File: config.mk
export PLATFORM = sky130hd
export DESIGN_NAME = wtp_ram
export DESIGN_NICKNAME = d
export VERILOG_FILES = /design/src/wtp_ram.sv
export SDC_FILE = /design/constraint.sdc
export NUM_CORES = 1
export LEC_CHECK = 0
export BUFFER_PORTS_ARGS = -buffer_cell sky130_fd_sc_hd__buf_2
export CAP_MARGIN = 0
export CORE_MARGIN = 1.5
export CORE_UTILIZATION = 52
export CTS_CLUSTER_DIAMETER = 100
export DETAILED_ROUTE_END_ITERATION = 10
export GPL_TIMING_DRIVEN = 1
export PLACE_DENSITY = 0.77
export SLEW_MARGIN = 20
export SYNTH_ARGS = -nofsm -noshare
export SYNTH_HDL_FRONTEND = slang
export SYNTH_SLANG_ARGS = --single-unit
File: constraint.sdc
create_clock -name clock -period 2.3 [get_ports clock]
set_clock_uncertainty 0.05 [all_clocks]
set_input_delay 0.115 -clock clock [delete_from_list [all_inputs] [get_ports clock]]
set_output_delay 0.115 -clock clock [all_outputs]
set_load 0.005 [all_outputs]
File: src/wtp_ram.sv
module wtp_ram #(
   parameter int W = 8,
   parameter int DEPTH = 2,
   localparam int AW = (DEPTH > 1) ? $clog2(DEPTH) : 1
) (
   input  logic          clock,
   input  logic          we,
   input  logic [AW-1:0] waddr,
   input  logic [W-1:0]  wdata,
   input  logic [AW-1:0] raddr,
   output logic [W-1:0]  rdata
);

   logic [W-1:0] mem [DEPTH];
   logic [W-1:0] rdata_ff;

   always_ff @(posedge clock) begin
      if (we) begin
         mem[waddr] <= wdata;
      end
      rdata_ff <= mem[raddr];
   end

   assign rdata = rdata_ff;

endmodule

[Word-level counts from Yosys, hierarchy flattened]
Memory sizes are Yosys's and may differ from the RTL's. A register that Yosys moved wholly into a read port is not among the register bits.
Cells that the tools add are included.
Operators by class
  multiplexer cells: 2
Operators by type and width (count)
  $mux 1: 2
Storage, ports and cells
  bits of input ports: 12
  memories: 1
  bits in registers: 0
  output and inout bits: 8
  bits in writable memories: 16
  logic and storage cells: 3
Memories
  mem: depth 2, width 8, read ports 1, clocked after memory_dff 1, write ports 1, line 14  | logic [W-1:0] mem [DEPTH];

[Longest topological paths before layout]
Gate-level depths: netlist of the first run.
  depth after elaboration: 2
  depth in mapped cells: 2
  mapped depth without buffers: 1

[Worst setup path after synthesis of the first run]
Ideal clock, no wire load.
  kind: input port to flip-flop
  start: input we
  end: memory mem[0][0] (enable)
  setup time: 0.373 ns
  required time: 1.877 ns
  buffers on the path: 0
  arrival: 0.535 ns
  setup slack: 1.342 ns
  cell stages on the path: 1
  cell sequence: nor2b_1
On the way
  longest elaborated chain between the ends: 2
Ends and longest elaborated chain
  start: declaration: line 7  | input logic we,
  $mux 1: line 18  | if (we) begin
  $mux 1 (not written as such): line 19  | mem[waddr] <= wdata;
  end: declaration: line 14
No other way between the ends.

[Worst setup path after layout of the first run]
  start: register rdata_ff[3] (netlist: rdata[3]) (read register of mem)
  end: output rdata[3]
RTL lines
  start: declaration: line 15  | logic [W-1:0] rdata_ff;
  end: declaration: line 11  | output logic [W-1:0] rdata
No word-level cell between the ends.

==> run metrics, run 1 <==
status=finished, final reports clean; Net Sw Frac=0.1799; FMAX=between 1 and 1.5 GHz; cells along the critical path=buf_2; layout net count=78; dominant cell type by area after synthesis=edfxtp_1; Hold Crit Class=in -> reg; Worst setup EP type=output port; Die Area=~0.0018 mm^2; Seq/Total Area, Yosys=0.8166; area taken by multi-input logic gates=between 100 and 150 um^2; syn nets=47; vias=about 370; main combinational cell family by area after synthesis=multiplexers; Cell Area, Synth=between 700 and 800 um^2; Initial Util=0.5811; Post-Synth Simple-Gate Area=0.01595; gr usage total=0.1166; Flop pwr share=0.687; worst-case vdd ir drop=around 0.48 mV; combinational power share=0.090; worst-margin pin slew=a little over 0.6 ns; Rel. slew slack=0.5865; drt drc=0; xor/xnor share of the synthesized area=0; register bit total from synthesis=24; first-pass GRT wire length=1414 um; CTS root buffer=clkbuf_4; most instantiated cells after synthesis=edfxtp_1, dfxtp_1, mux2_4; DRT antenna net count=0; largest net degree at the start of global routing=13; CP Launch Point=rdata[3]; I/O Pins=20; number of CTS-inserted buffers=3; Final Max Tran Viols=0; Net Sw Power=around 0.00013 W; CTS Sinks=24; fraction of synthesized area in multiplexers=0.1531; number of synthesized flops with an enable pin=16; static leakage=a little over 0.4 nW; crit path time final=between 0.9 and 1 ns; top post-synthesis cells by area=edfxtp_1, dfxtp_1, mux2_4, buf_6, and2_1; Synth async-reset ratio=0; Die Y=between 40 and 50 um; Worst Reg2Reg Path Length in Cells=1; Longest Clk Path Bufs=2; Area Overhead vs Synth=26.16%; Util after Layout=0.7331; Critical Setup Path Class=reg -> out; maximum capacitance violations=0; CTS clk-pin slew, worst paths=0.11 ns; Starting DRT DRC Count=0; r2r endpoint=rdata[1]; Fin. Hold Viols=0; vias in the first global route=360; setup ws final=between 1 and 1.5 ns; Final Wtd Congestion=about 0.73; top-area cell type share of the netlist area=0.6124; mean area per synthesized cell=between 20 and 25 um^2; htree depth=1; crit path DAT=between 0.7 and 0.8 ns; R2R Path Start=mem[0][1]; YS warnings=0; grt ovf=0; wirelength, routed=about 850 um; P_int=about 0.0006 W; CTS tree=yes; Final setup viols=0; CP startpoint kind=register; Final Cycle Share=0.3933; family with the most delay on the worst path=flip-flops; CP Depth=1; Cell Rows=13; first-pass detailed-route iteration total=1; Clock Latency Late Sink=0.29 ns; Setup crit end=rdata[3]; flop2flop setup slack=~1.5 ns; Core ar.=~0.0014 mm^2; Synth Area in Adders=0; commonest register cell after synthesis=edfxtp_1; Crit Path Max Fanout=1; fraction of layout cells with a size suffix above 1=0.4688; Vias per Instance=4.671; post-synthesis compound-gate area fraction=0; unrepaired setup endpoints after global routing=false; Post-Place Setup Slack=around 1.1 ns; DR WL/cell=between 10 and 15 um; CP bufs+invs=1; Diodes inserted=0; Yosys cell types=6; synthesized instance count=35; Sequential Area=640.6 um^2; final cell count without fillers=approximately 80; most frequent cell after synthesis=edfxtp_1; # port buffers=19; clock share of power=0.223; Cell Pwr Density=736.2 mW/mm^2; CP Data Required Time=about 2.1 ns; setup TNS=0 ns; die extent in x=between 40 and 50 um; Max stage delay cell, worst path=dfxtp_1; Post-CTS Setup Inserts=0; Fill cells=between 80 and 90; Placed Cells=just under 70; CP max stage delay=roughly 0.34 ns; initial antenna violation count=0
[how the worst min path moves through the flow]
stage / start / to / slack [ns] / cells past startpoint
final: waddr / mem[0][3] / 0.18 / 2
after global routing: raddr / rdata[2] / 0.19 / 2
after CTS: waddr / mem[0][3] / 0.18 / 2
after detailed placement: wdata[0] / mem[1][0] / 0.26 / 1
after global placement: wdata[1] / mem[0][1] / 0.25 / 1
after floorplan: wdata[0] / mem[0][0] / 0.16 / 0
[power groups by stage]
| stage | Combinational, W | Sequential [W] | Clock [W] |
|---|---|---|---|
| 2_1_floorplan | 0.0000297 | 0.000512 | 0 |
| 3_3_place_gp | 0.0000550 | 0.000510 | 0 |
| 3_5_place_dp | 0.0000558 | 0.000510 | 0 |
| 4_1_cts | 0.0000662 | 0.000500 | 0.000172 |
| 5_1_grt | 0.0000716 | 0.000503 | 0.000182 |
| 6_report | 0.0000656 | 0.000500 | 0.000163 |
[what timing repair did]
action / CTS / global route
gates resized for setup: 0 / 0
endpoints found under the hold margin: 16 / 0
hold buffers: 8 / 0
[layer usage]
layer	up-vias	share of wire	track usage
met3	2	0.048	0.03043
met1	166	0.39	0.1217
met5	-	0	0
li1	189	-	-
met2	12	0.55	0.2031
met4	0	0.0071	0.07742
[metrics by stage]
stage               total power, W  hold slack, ns  cell area (um^2)
finish                   0.0007286          0.1816             989.7
global route             0.0007563          0.1923             989.7
CTS                      0.0007388          0.1767             989.7
detailed placement       0.0005662          0.2562             887.1
global placement         0.0005651          0.2535             887.1
floorplan                0.0005420          0.1639             784.5
[flip-flops by register name, indices dropped and copies added (netlist names)]
register / flops
mem: 16
rdata: 8
[kinds of logic (layout without fill, tap and decap cells)]
family	Yosys count	in the layout
buf+inv	1	30
flops	24	24
simple gates	2	2
mux	8	8
[cell type report]
cell class              instances  share of cell area
repair buffers                 27              0.1770
well taps                      15             0.01896
clock buffers                   3             0.02276
multi-input cells              10              0.1340
flip-flops and latches         24              0.6473
[cell usage in the layout (no fill, tap or decap)]
cell / synthesis / final
dfxtp_1: 8 / 8
and2_1: 1 / 1
edfxtp_1: 16 / 16
nor2b_1: 1 / 1
buf_2: 0 / 19
mux2_4: 8 / 8
dlygate4sd3_1: 0 / 8
clkbuf_4: 0 / 3
No activity file was read; power rests on OpenSTA's default activity.
==> run 2: changes to the inputs <==
CORE_UTILIZATION = 48   (was 52)
PLACE_DENSITY = 0.72   (was 0.77)
clock period = 0.9 ns   (was 2.3 ns; I/O delays follow)
==> run 2 against run 1 <==
Net effect: worst hold slack worse by 0.057 ns; core utilization is 7.5 points lower; non-clock buffer count is 1 higher; first-iteration DRC count is 12 higher; flip-flop and latch count stayed put; combinational power grew to 2.6 times the previous value; total power grew to 2.6 times the previous value; sequential share of layout area is 0.81 points lower; wire length is 3.9% higher; register-to-register slack worse by 1.4 ns; cell area is 1.3% higher.
==> run metrics, run 2 (synthesis gave the netlist of run 1 again) <==
status=finished, final reports clean; commonest non-fill, non-tap cell in the layout=buf_2; Hold Path Stages=2; Largest Register=mem; CTS Sinks=24; Die Y=between 40 and 50 um; Util after Layout=0.6576; CTS root buffer=clkbuf_4; vias in the first global route=between 300 and 400; worst-case vdd ir drop=~1.4 mV; initial antenna violation count=0; first-pass GRT wire length=1407 um; Max stage delay cell, worst path=dfxtp_1; Final Cycle Share=0.9133; Starting DRT DRC Count=12; CP Launch Point=rdata[0]; setup TNS=0 ns; crit path DAT=approximately 0.73 ns; Area Overhead vs Synth=27.75%; DRT antenna net count=0; hold slack=around 0.12 ns; CP Data Required Time=just over 0.8 ns; CP startpoint kind=register; Crit Path Max Fanout=1; drt drc=0; Final Wtd Congestion=approximately 0.61; commonest non-fill, non-tap cells in the layout=buf_2, edfxtp_1, mux2_4, dlygate4sd3_1, dfxtp_1; Core ar.=approximately 0.0015 mm^2; family with the most delay on the worst path=flip-flops; CP max stage delay=around 0.32 ns; Final Max Tran Viols=0; Fill cells=105; static leakage=roughly 0.42 nW; Diodes inserted=0; fraction of layout cells with a size suffix above 1=0.4697; unrepaired setup endpoints after global routing=false; wirelength, routed=about 880 um; Hold Crit Start=raddr; Worst Reg2Reg Path Length in Cells=1; Worst setup EP type=output port; CTS tree=yes; R2R Path Start=mem[1][2]; DR WL/cell=between 10 and 15 um; number of CTS-inserted buffers=3; Longest Clk Path Bufs=2; Fin. Hold Viols=0; gr usage total=0.1074; Initial Util=0.5148; crit path time final=around 0.82 ns; Cell Rows=14; Critical Setup Path Class=reg -> out; first-pass detailed-route iteration total=4; I/O Pins=20; vias=roughly 370; grt ovf=0; Clock Latency Late Sink=approximately 0.3 ns; Die Area=0.001886 mm^2; CP Depth=1; Final setup viols=0; CP bufs+invs=1; CTS resizes=0; die extent in x=43.43 um; # port buffers=19; number of flip-flops under the largest register name=16; Hold Crit Class=in -> reg; worst-margin pin slew=0.3694 ns; Rel. slew slack=0.7537; Final Power=0.001890 W; htree depth=1; maximum capacitance violations=0; FMAX=between 1 and 1.5 GHz; CTS clk-pin slew, worst paths=around 0.11 ns; Vias per Instance=~4.5; Cell Pwr Density=about 1900 mW/mm^2; largest net degree at the start of global routing=14; layout net count=79; cells along the critical path=buf_2
[run 2: changes by cell type in the layout (fill, tap and decap cells not counted)]
cell / before / now
buf_4: 0 / 1
clkbuf_1: 0 / 1
[run 2: stage by stage]
step	setup WS, ns	cells	instance area [um^2]
2_1_floorplan	0.01156	35	784.5
3_3_place_gp	0.04363	70	895.9
3_5_place_dp	0.01886	70	895.9
4_1_cts	0.06227	82	1002
5_1_grt	0.01266	82	1002
6_report	0.07799	82	1002
[run 2: area by class of cell]
type                    count  area [um^2]  share of cell area
flip-flops and latches     24        640.6              0.6392
repair buffers             28        182.7              0.1823
multi-input cells          10        132.6              0.1323
clock buffers               4        26.28             0.02622
well taps                  16        20.02             0.01998
[run 2: path summary, 6_finish.rpt]
kind | slack (ns) | end
max | 0.08 | rdata[0]
min | 0.12 | rdata[5]
max reg2reg | 0.09 | rdata[2]
min reg2reg | 0.43 | rdata[5]
[run 2: report_power, final]
| group | switching [W] | total [W] | leakage [nW] | internal [W] |
|---|---|---|---|---|
| clock | 0.000266 | 0.000439 | 0.0150 | 0.000173 |
| combinational | 0.0000589 | 0.000172 | 0.184 | 0.000113 |
| sequential | 0.0000176 | 0.00128 | 0.218 | 0.00126 |
| total | 0.000343 | 0.00189 | 0.416 | 0.00155 |
[run 2: per-layer routing]
layer	vias to the layer above	global-route usage	wire [um]
met5	-	0	0
li1	190	-	-
met1	162	0.09375	343
met4	0	0.05455	0
met3	0	0.05417	72
met2	20	0.1970	464
[run 2: timing repair]
action | 4_1_cts | 5_1_grt
hold endpoints to repair | 16 | 0
hold buffers | 8 | 0
buffers inserted | 0 | 0
