## src/wtp_div.sv

```systemverilog
module wtp_div #(
   parameter int W = 32
) (
   input  logic         clock,
   input  logic         reset,
   input  logic         start,
   input  logic [W-1:0] dividend,
   input  logic [W-1:0] divisor,
   output logic         done,
   output logic [W-1:0] remainder
);

   localparam int CW = $clog2(W + 1);

   logic [CW-1:0] cnt_ff, cnt_in;
   logic          done_ff, done_in;
   logic [W-1:0]  num_ff, num_in;
   logic [W-1:0]  rem_ff, rem_in;
   logic [W-1:0]  den_ff, den_in;
   logic [W:0]    trial;

   always_comb begin
      cnt_in  = cnt_ff;
      done_in = 1'b0;
      num_in  = num_ff;
      rem_in  = rem_ff;
      den_in  = den_ff;
      trial   = {rem_ff, num_ff[W-1]};
      if (start) begin
         cnt_in = CW'(W);
         num_in = dividend;
         rem_in = '0;
         den_in = divisor;
      end else if (cnt_ff != '0) begin
         // One restoring step: shift in a dividend bit, subtract when it fits.
         num_in = {num_ff[W-2:0], 1'b0};
         if (trial >= {1'b0, den_ff}) begin
            rem_in = W'(trial - {1'b0, den_ff});
         end else begin
            rem_in = trial[W-1:0];
         end
         cnt_in  = cnt_ff - CW'(1);
         done_in = (cnt_ff == CW'(1));
      end
   end

   always_ff @(posedge clock) begin
      if (reset) begin
         cnt_ff  <= '0;
         done_ff <= 1'b0;
      end else begin
         cnt_ff  <= cnt_in;
         done_ff <= done_in;
      end
      num_ff <= num_in;
      rem_ff <= rem_in;
      den_ff <= den_in;
   end

   assign done      = done_ff;
   assign remainder = rem_ff;

endmodule

```

## config.mk

```make
export PLATFORM = sky130hd
export DESIGN_NAME = wtp_div
export DESIGN_NICKNAME = d
export VERILOG_FILES = /design/src/wtp_div.sv
export SDC_FILE = /design/constraint.sdc
export NUM_CORES = 1
export LEC_CHECK = 0
export ABC_AREA = 1
export BUFFER_PORTS_ARGS = -buffer_cell sky130_fd_sc_hd__buf_4
export CORE_MARGIN = 2
export CORE_UTILIZATION = 45
export DETAILED_ROUTE_END_ITERATION = 7
export PLACE_DENSITY = 0.64
export SLEW_MARGIN = 40
export SYNTH_ARGS = -nofsm -noshare
export SYNTH_HDL_FRONTEND = slang
export SYNTH_SLANG_ARGS = --single-unit
```

## constraint.sdc

```tcl
create_clock -name clock -period 3.8 [get_ports clock]
set_clock_uncertainty 0.15 [all_clocks]
set_input_delay 0.76 -clock clock [delete_from_list [all_inputs] [get_ports clock]]
set_output_delay 0.76 -clock clock [all_outputs]
set_load 0.02 [all_outputs]
```

==> After elaboration in Yosys (flattened, before gate mapping) <==
Index checks and enable logic that the tools add are counted.
{ "totals": {"register_bits": 103, "inputBits": 67, "wordCells": 20} }
{ "op_classes": {"add_sub_neg": 2, "magnitude_cmp": 1, "eq_ne": 1, "n_mux": 5, "n_bitwise": 1, "reduce_logical": 4} }
{ "ops": {"columns": ["cell", "count"], "rows": [
  ["32-bit two-way mux", 3],
  ["33-bit by 32-bit >= comparator with 1-bit output", 1],
  ["32-bit subtractor", 1],
  ["6-bit two-way mux", 2],
  ["6-bit by 1-bit equality test with 1-bit output, second input constant", 1],
  ["6-bit nonzero test", 1],
  ["6-bit by 1-bit subtractor with 6-bit output, second input constant", 1],
  ["3-bit OR reduction", 1],
  ["2-bit nonzero test", 1],
  ["2-bit OR reduction", 1],
  ["1-bit inverter", 1]
]} }

==> Logic depth before layout (Yosys ltp) <==
Gate-level depths: netlist of run 1.
{ "logic_depth": {"word_depth": 3, "mapped_depth": 17, "mapped_depth_nobuf": 16} }

==> Least setup slack after synthesis of run 1 <==
No wires, ideal clock.
{ "synth_path": {"kind": "input to register", "start": "input start", "end": "register num_ff[0] (enable)", "setup_ns": 0.410, "arrival_time_ns": 2.297, "required_ns": 3.240, "path_slack_ns": 0.944, "path_stages": 4, "path_buffers": 2, "cell_sequence": "clkbuf_1 nor2_1 inv_1 clkbuf_1"} }
{ "synth_via": {"elab_chain_cells": 1} }
{ "synth_rtl": {"columns": ["item", "line_no", "source"], "rows": [
  ["from (decl)", "6", "input logic start,"],
  ["2-bit nonzero test (no source line)", null, null],
  ["to (signal assigned)", "55", "num_ff <= num_in;"],
  ["to (decl)", "17", "logic [W-1:0] num_ff, num_in;"]
]} }
No other way between the ends.
A chain may end at the register's enable or synchronous reset.

==> Final worst setup path of run 1 <==
{ "layout_path": {"start": "register rem_ff[27], in the netlist remainder[27]", "end": "register rem_ff[6], in the netlist remainder[6]"} }
{ "layout_via": {"elab_chain_cells": 2} }
{ "layout_rtl": {"columns": ["item", "line_no", "source"], "rows": [
  ["from (decl)", "18", "logic [W-1:0] rem_ff, rem_in;"],
  ["from (signal assigned)", "56", "rem_ff <= rem_in;"],
  ["33-bit by 32-bit >= comparator with 1-bit output", "37", "if (trial >= {1'b0, den_ff}) begin"],
  ["32-bit two-way mux", "37", null]
]} }
No other way between the ends.

==> impl_metrics.py, run 1 <==
metrics = {
    "setup_path": {
        "path_max_fanout": 34,
        "critical_path_arrival_ns": 2.96,
        "regToRegSetupSlack_ns": 0.98,
        "critPathLaunchType": "flip-flop",
        "crit_type": "reg -> reg",
        "worstPathRequired_ns": 3.94,
        "cp-end-kind": "flip-flop",
    },
    "clock_network": {
        "h-tree-depth": 3,
        "postCtsHoldBufs": 0,
        "cts_buffers": 9,
        "cts_sinks": 103,
        "worstSkewPairLatency_ns": 0.37,
        "post_cts_resized": 0,
        "clock_path_buffers": 2,
        "cts_setup_buffers": 0,
        "cts_tree": "built",
        "root_buffer": "clkbuf_16",
        "cts.clk_slew.worst_paths_ns": 0.08,
    },
    "hold_path": {
        "hp-class": "reg -> reg",
    },
    "sta": {
        "tightest_slew_ns": 0.759,
        "fin_ws_ns": 0.983,
        "finalSetupTns_ns": 0,
        "rsz0062_at_grt": "no",
        "hold_viol": 0,
        "fmax_ghz": 0.355,
        "min_period_over_period": 0.741,
        "slew_violations": 0,
        "slew_headroom": 0.494,
        "setup_viol": 0,
        "fin_crit_ns": 2.82,
    },
    "pwr": {
        "p_leak_nw": 4.45,
        "total_power_w": 0.00322,
        "pwr_density_cell_nw_per_um2": 398,
        "ir_worst_vdd_mv": 0.315,
    },
    "placed_design": {
        "placed_cells": 1276,
        "dpl_worst_slack_ns": 0.992,
        "place_hpwl_um": 13200,
        "io_buffers": 99,
        "routabilityCongestion": 0.942,
    },
    "yosys": {
        "ys_seq_area_frac": 0.390,
        "synth_cells": 1005,
        "synth-compound-area-share": 0.0348,
        "synth_edf_count": 64,
        "synth_most_common_cell": "nand2_1",
        "yosys-top-cells-area": "edfxtp_1 (28%), nand2_1 (22%), dfxtp_1 (11%)",
        "netlist.area_leader.share": 0.277,
        "synth_top_area_cell": "edfxtp_1",
        "synth_area_per_cell_um2": 6.90,
        "async_flop_share": 0,
        "ys_warn_count": 0,
        "synthAdderAreaFrac": 0.0642,
        "synth_common_cells": "nand2_1 (411), inv_1 (179), nand3_1 (77)",
        "synth_top_family_by_area": "simple AND/OR/NAND/NOR gates",
        "synth_cell_types": 36,
        "synthMuxAreaShare": 0,
        "ys_ff_latch": 103,
        "synth_simple_gate_area_frac": 0.368,
        "synth_xor_area_frac": 0.0189,
        "syn_area_um2": 6930,
        "syn-num-nets": 1107,
        "synth_ff_type": "edfxtp_1",
    },
    "detailed_routing": {
        "post_drt_wl_per_cell_um": 13.5,
        "first_pass_iters": 5,
        "first_iter_violations": 303,
        "antenna_left": 0,
        "drcViolationCount": 0,
        "vias_per_cell": 4.77,
        "drt_wl_total_um": 17400,
        "via_count": 6157,
    },
    "floorplan": {
        "die-area_um2": 16400,
        "initial_core_util": 0.458,
        "core-area_um2": 15100,
        "fp-row-count": 45,
        "fp.dieW_um": 128,
        "ioPinCount": 100,
        "die_y_um": 128,
    },
    "global_routing": {
        "track_usage": 0.222,
        "antenna_found_initial": 0,
        "grt_overflow_total": 0,
        "grt_pass1_vias": 5905,
        "grt_pass1_wl_um": 28600,
        "grt_max_degree": 67,
    },
    "finish": {
        "multiInputGateArea_um2": 3370,
        "layout.cells.non_filler": 1292,
        "final-seq-area_um2": 2700,
        "drive_gt1_frac": 0.148,
        "fillCellCount": 1539,
        "antenna_cells": 0,
        "synthToLayoutAreaGrowth_pct": 16.8,
        "final_nets": 1201,
    },
    "run": {
        "drv_cap": 0,
    },
    "run_status": {
        "outcome": "complete, no violations",
    },
}
## worst max-delay path, stage by stage, from the launching register on
cell     delay (ns)
dfxtp_1        0.35
ha_1           0.38
nand2_2        0.16
inv_2          0.04
nand2_1        0.08
nand2_1        0.05
a21oi_1        0.22
nand2_2        0.13
nor2_8         0.47
nand2_4        0.36
nand2_1        0.17
nand3_1        0.07
o21ai_1        0.09
## cell type report
type	count	area share
Clock buffer	9	0.0278
Clock inverter	7	0.00634
Inverter	192	0.0890
Multi-Input combinational cell	688	0.417
Sequential cell	103	0.334
Tap cell	188	0.0291
Timing Repair Buffer	105	0.0974
## kinds of logic (layout without fill, tap and decap cells)
group           Yosys count  in the layout
compound gates           44             44
xor+xnor                 15             15
fa+ha+maj                35             35
buf+inv                 214            313
simple gates            594            594
flops                   103            103
## cells in the final DEF, fill, tap and decap left out, types with 15 or more instances in the layout
cell,count
a21oi_1,21
buf_4,105
dfxtp_1,39
ha_1,34
nor2_1,49
nand2_1,411
nand3_1,77
inv_1,179
xnor2_1,15
edfxtp_1,64
## path summary, 6_finish.rpt
path	start	to	cells past startpoint
max reg2reg	remainder[27]	remainder[6]	12
min reg2reg	cnt_ff[5]	cnt_ff[5]	2
max	remainder[27]	remainder[6]	12
min	cnt_ff[5]	cnt_ff[5]	2
## sequential cells by signal (all words and copies together), names as in the netlist
name and cells:
done 1, cnt_ff 6, den_ff 32, num_ff 32, remainder 32
## where the power goes
| part | total (W) | leakage, nW | internal [W] | switching, W |
|---|---|---|---|---|
| registers | 0.00143 | 0.968 | 0.00136 | 0.0000646 |
| logic | 0.000896 | 3.35 | 0.000325 | 0.000571 |
| clock network | 0.000899 | 0.135 | 0.000451 | 0.000448 |
## metal layers
layer  global-route usage  share of wire
met5                    0              0
met4               0.0627          0.017
met3               0.0551          0.051
met2                0.367           0.46
met1                0.289           0.47
## metrics by stage
stage	area (um2)	util	hold slack, ns
final	8100	0.535	0.332
after global routing	8100	0.535	0.359
after CTS	8100	0.535	0.335
after detailed placement	7820	0.516	0.324
after global placement	7820	0.516	0.316
after floorplan	6930	-	0.297
(Power assumes the default switching activity.)
==> inputs of run 2 (changes only) <==
Settings changed: ABC_AREA 1 to 0, PLACE_DENSITY 0.64 to 0.68.
Clock period 3.8 ns to 2.3 ns, I/O delays scaled along.
==> run 2 against run 1 <==
Compared with the run above: the flow now finishes with violations (negative setup slack); combinational power grew to 9.3 times the previous value; sequential cell count stayed put; clock-buffer cell count stayed put; core utilization is 18 points higher; sequential power is 99% higher.
==> impl_metrics.py, run 2 <==
metrics = {
    "finish": {
        "synthToLayoutAreaGrowth_pct": 53.6,
        "final_nets": 946,
        "drive_gt1_frac": 0.510,
        "layout_commonest_cell": "buf_4",
        "antenna_cells": 0,
        "fin_util": 0.714,
        "layout_common_cells": "buf_4 (246), edfxtp_1 (64), nor2_1 (56)",
    },
    "sta": {
        "fin_ws_ns": -0.570,
        "finalSetupTns_ns": -14.43,
        "rsz0062_at_grt": "yes",
        "fmax_ghz": 0.348,
        "slew_violations": 0,
        "slew_headroom": 0.680,
        "min_period_over_period": 1.25,
        "timing.hold.ws_ns": 0.121,
        "tightest_slew_ns": 0.474,
        "setup_viol": 32,
        "fin_crit_ns": 2.87,
        "hold_viol": 0,
    },
    "floorplan": {
        "die_y_um": 119,
        "core-area_um2": 12700,
        "ioPinCount": 100,
        "fp-row-count": 41,
        "initial_core_util": 0.465,
        "die-area_um2": 14100,
        "fp.dieW_um": 119,
    },
    "detailed_routing": {
        "first_pass_iters": 7,
        "antenna_left": 0,
        "drcViolationCount": 0,
        "via_count": 5564,
        "vias_per_cell": 5.45,
        "drt_wl_total_um": 16900,
        "first_iter_violations": 322,
        "post_drt_wl_per_cell_um": 16.5,
    },
    "hold_path": {
        "min_from": "divisor[1]",
        "hp-class": "in -> reg",
    },
    "yosys": {
        "async_flop_share": 0,
        "synth_top_area_cell": "edfxtp_1",
        "syn-num-nets": 703,
        "synth_area_per_cell_um2": 9.84,
        "synth_cells": 601,
        "synth_most_common_cell": "nand2_1",
        "synth_common_cells": "nand2_1 (72), edfxtp_1 (64), nor2_1 (58)",
        "ys_seq_area_frac": 0.457,
        "synth_cell_types": 59,
        "synth_ff_type": "edfxtp_1",
        "netlist.area_leader.share": 0.325,
        "synth_edf_count": 64,
        "syn_area_um2": 5910,
        "ys_ff_latch": 103,
        "yosys-top-cells-area": "edfxtp_1 (33%), dfxtp_1 (13%), ha_1 (7.2%)",
        "ys_warn_count": 0,
    },
    "setup_path": {
        "slowest_stage": "edfxtp_1",
        "worstPathRequired_ns": 2.40,
        "crit_start": "num_ff[31]",
        "r2r_start": "num_ff[31]",
        "critPathBufInv": 2,
        "path_max_fanout": 4,
        "critical_path_arrival_ns": 2.97,
        "critPathLaunchType": "flip-flop",
        "crit_type": "reg -> reg",
        "critical-path-max-stage-delay_ns": 0.40,
        "cp-end-kind": "flip-flop",
        "cp_top_family": "compound AO/OA/AOI/OAI gates",
        "path_cells": "inv_2 -> ha_4 -> inv_4 -> fa_2 -> a211oi_4 -> nor2_2 -> o21ai_2 -> o311a_1 -> o21ai_4 -> o41ai_2 -> xor2_1 -> o21ai_1",
    },
    "clock_network": {
        "cts_tree": "built",
        "worstSkewPairLatency_ns": 0.36,
        "cts_buffers": 9,
        "h-tree-depth": 3,
        "cts.clk_slew.worst_paths_ns": 0.07,
        "root_buffer": "clkbuf_16",
        "clock_path_buffers": 2,
        "cts_sinks": 103,
    },
    "run": {
        "drv_cap": 0,
    },
    "pwr": {
        "clock_power_share": 0.121,
        "combPwrFrac": 0.655,
        "p_leak_nw": 4.03,
        "p_seq_frac": 0.224,
        "switching_share": 0.426,
        "intPower_w": 0.00731,
        "p_switching_w": 0.00544,
        "ir_worst_vdd_mv": 0.713,
        "pwr_density_cell_nw_per_um2": 1400,
    },
    "run_status": {
        "outcome": "finished with violations",
        "violations": "negative setup slack",
    },
    "global_routing": {
        "grt_pass1_vias": 5757,
        "grt_max_degree": 72,
        "track_usage": 0.239,
        "grt_overflow_total": 0,
        "antenna_found_initial": 0,
        "grt_pass1_wl_um": 27400,
    },
    "placed_design": {
        "place_hpwl_um": 12300,
        "routabilityCongestion": 0.967,
        "io_buffers": 99,
    },
}
-- run 2: worst paths after layout --
| kind | to | slack (ns) | depth (start not counted) |
|---|---|---|---|
| worst max-delay path | remainder[28] | -0.57 | 12 |
| worst min-delay path | den_ff[1] | 0.12 | 1 |
| worst max register to register | remainder[28] | -0.57 | 12 |
| worst min register to register | cnt_ff[5] | 0.39 | 2 |
-- run 2: layout make-up --
class                   instances  area (um2)
multi-input cells             437        3710
inverters                      37         141
well taps                     172         215
clock inverters                 7        72.6
clock buffers                   9         225
fillers                       938        3640
repair buffers                256        1990
flip-flops and latches        103        2730
-- run 2: stage by stage --
stage / power [W] / setup slack [ns] / area [um2] / instances
after floorplan: 0.00684 / -0.295 / 6180 / 601
after global placement: 0.00955 / -0.513 / 8090 / 990
after detailed placement: 0.00972 / -0.597 / 8090 / 990
after CTS: 0.0120 / -0.493 / 8770 / 1017
after global routing: 0.0135 / -0.682 / 9080 / 1021
final: 0.0127 / -0.570 / 9080 / 1021
-- run 2: kinds of logic (layout without fill, tap and decap cells) --
logic type	after synthesis	after routing	synth area share
compound gates	146	146	0.170
xor+xnor	25	25	0.0370
fa+ha+maj	35	35	0.0753
buf+inv	61	309	0.0432
flops	103	103	0.457
mux	34	34	0.0641
simple gates	197	197	0.153
-- run 2: power by group through the flow --
| stage | Combinational (W) | Sequential, W | Clock, W |
|---|---|---|---|
| 3_5_place_dp | 0.00683 | 0.00289 | 0 |
| 5_1_grt | 0.00897 | 0.00291 | 0.00165 |
| 3_3_place_gp | 0.00668 | 0.00286 | 0 |
| 4_1_cts | 0.00760 | 0.00285 | 0.00158 |
| 6_report | 0.00835 | 0.00285 | 0.00155 |
| 2_1_floorplan | 0.00358 | 0.00326 | 0 |
-- run 2: layer usage --
layer / up-vias / global-route usage / routed length, um
met4: 0 / 0.0848 / 442
met1: 2674 / 0.298 / 7190
met2: 153 / 0.408 / 8410
li1: 2698 / - / -
met5: - / 0 / 0
met3: 39 / 0.0512 / 822
-- run 2: what timing repair did --
| item | CTS | global route |
|---|---|---|
| endpoints found under the setup margin | 32 | 32 |
| hold buffers | 0 | 0 |
| pin swaps | 34 | 30 |
| buffers inserted | 10 | 6 |
| gates resized for setup | 62 | 63 |
| gates cloned | 2 | 0 |
-- run 2: worst reg2reg max path: cells and delay by family (launching register included) --
family / cells / cell delay [ns]
compound gates: 6 / 1.26
fa+ha+maj: 2 / 0.53
flops: 1 / 0.40
xor+xnor: 1 / 0.20
buf+inv: 2 / 0.13
simple gates: 1 / 0.08
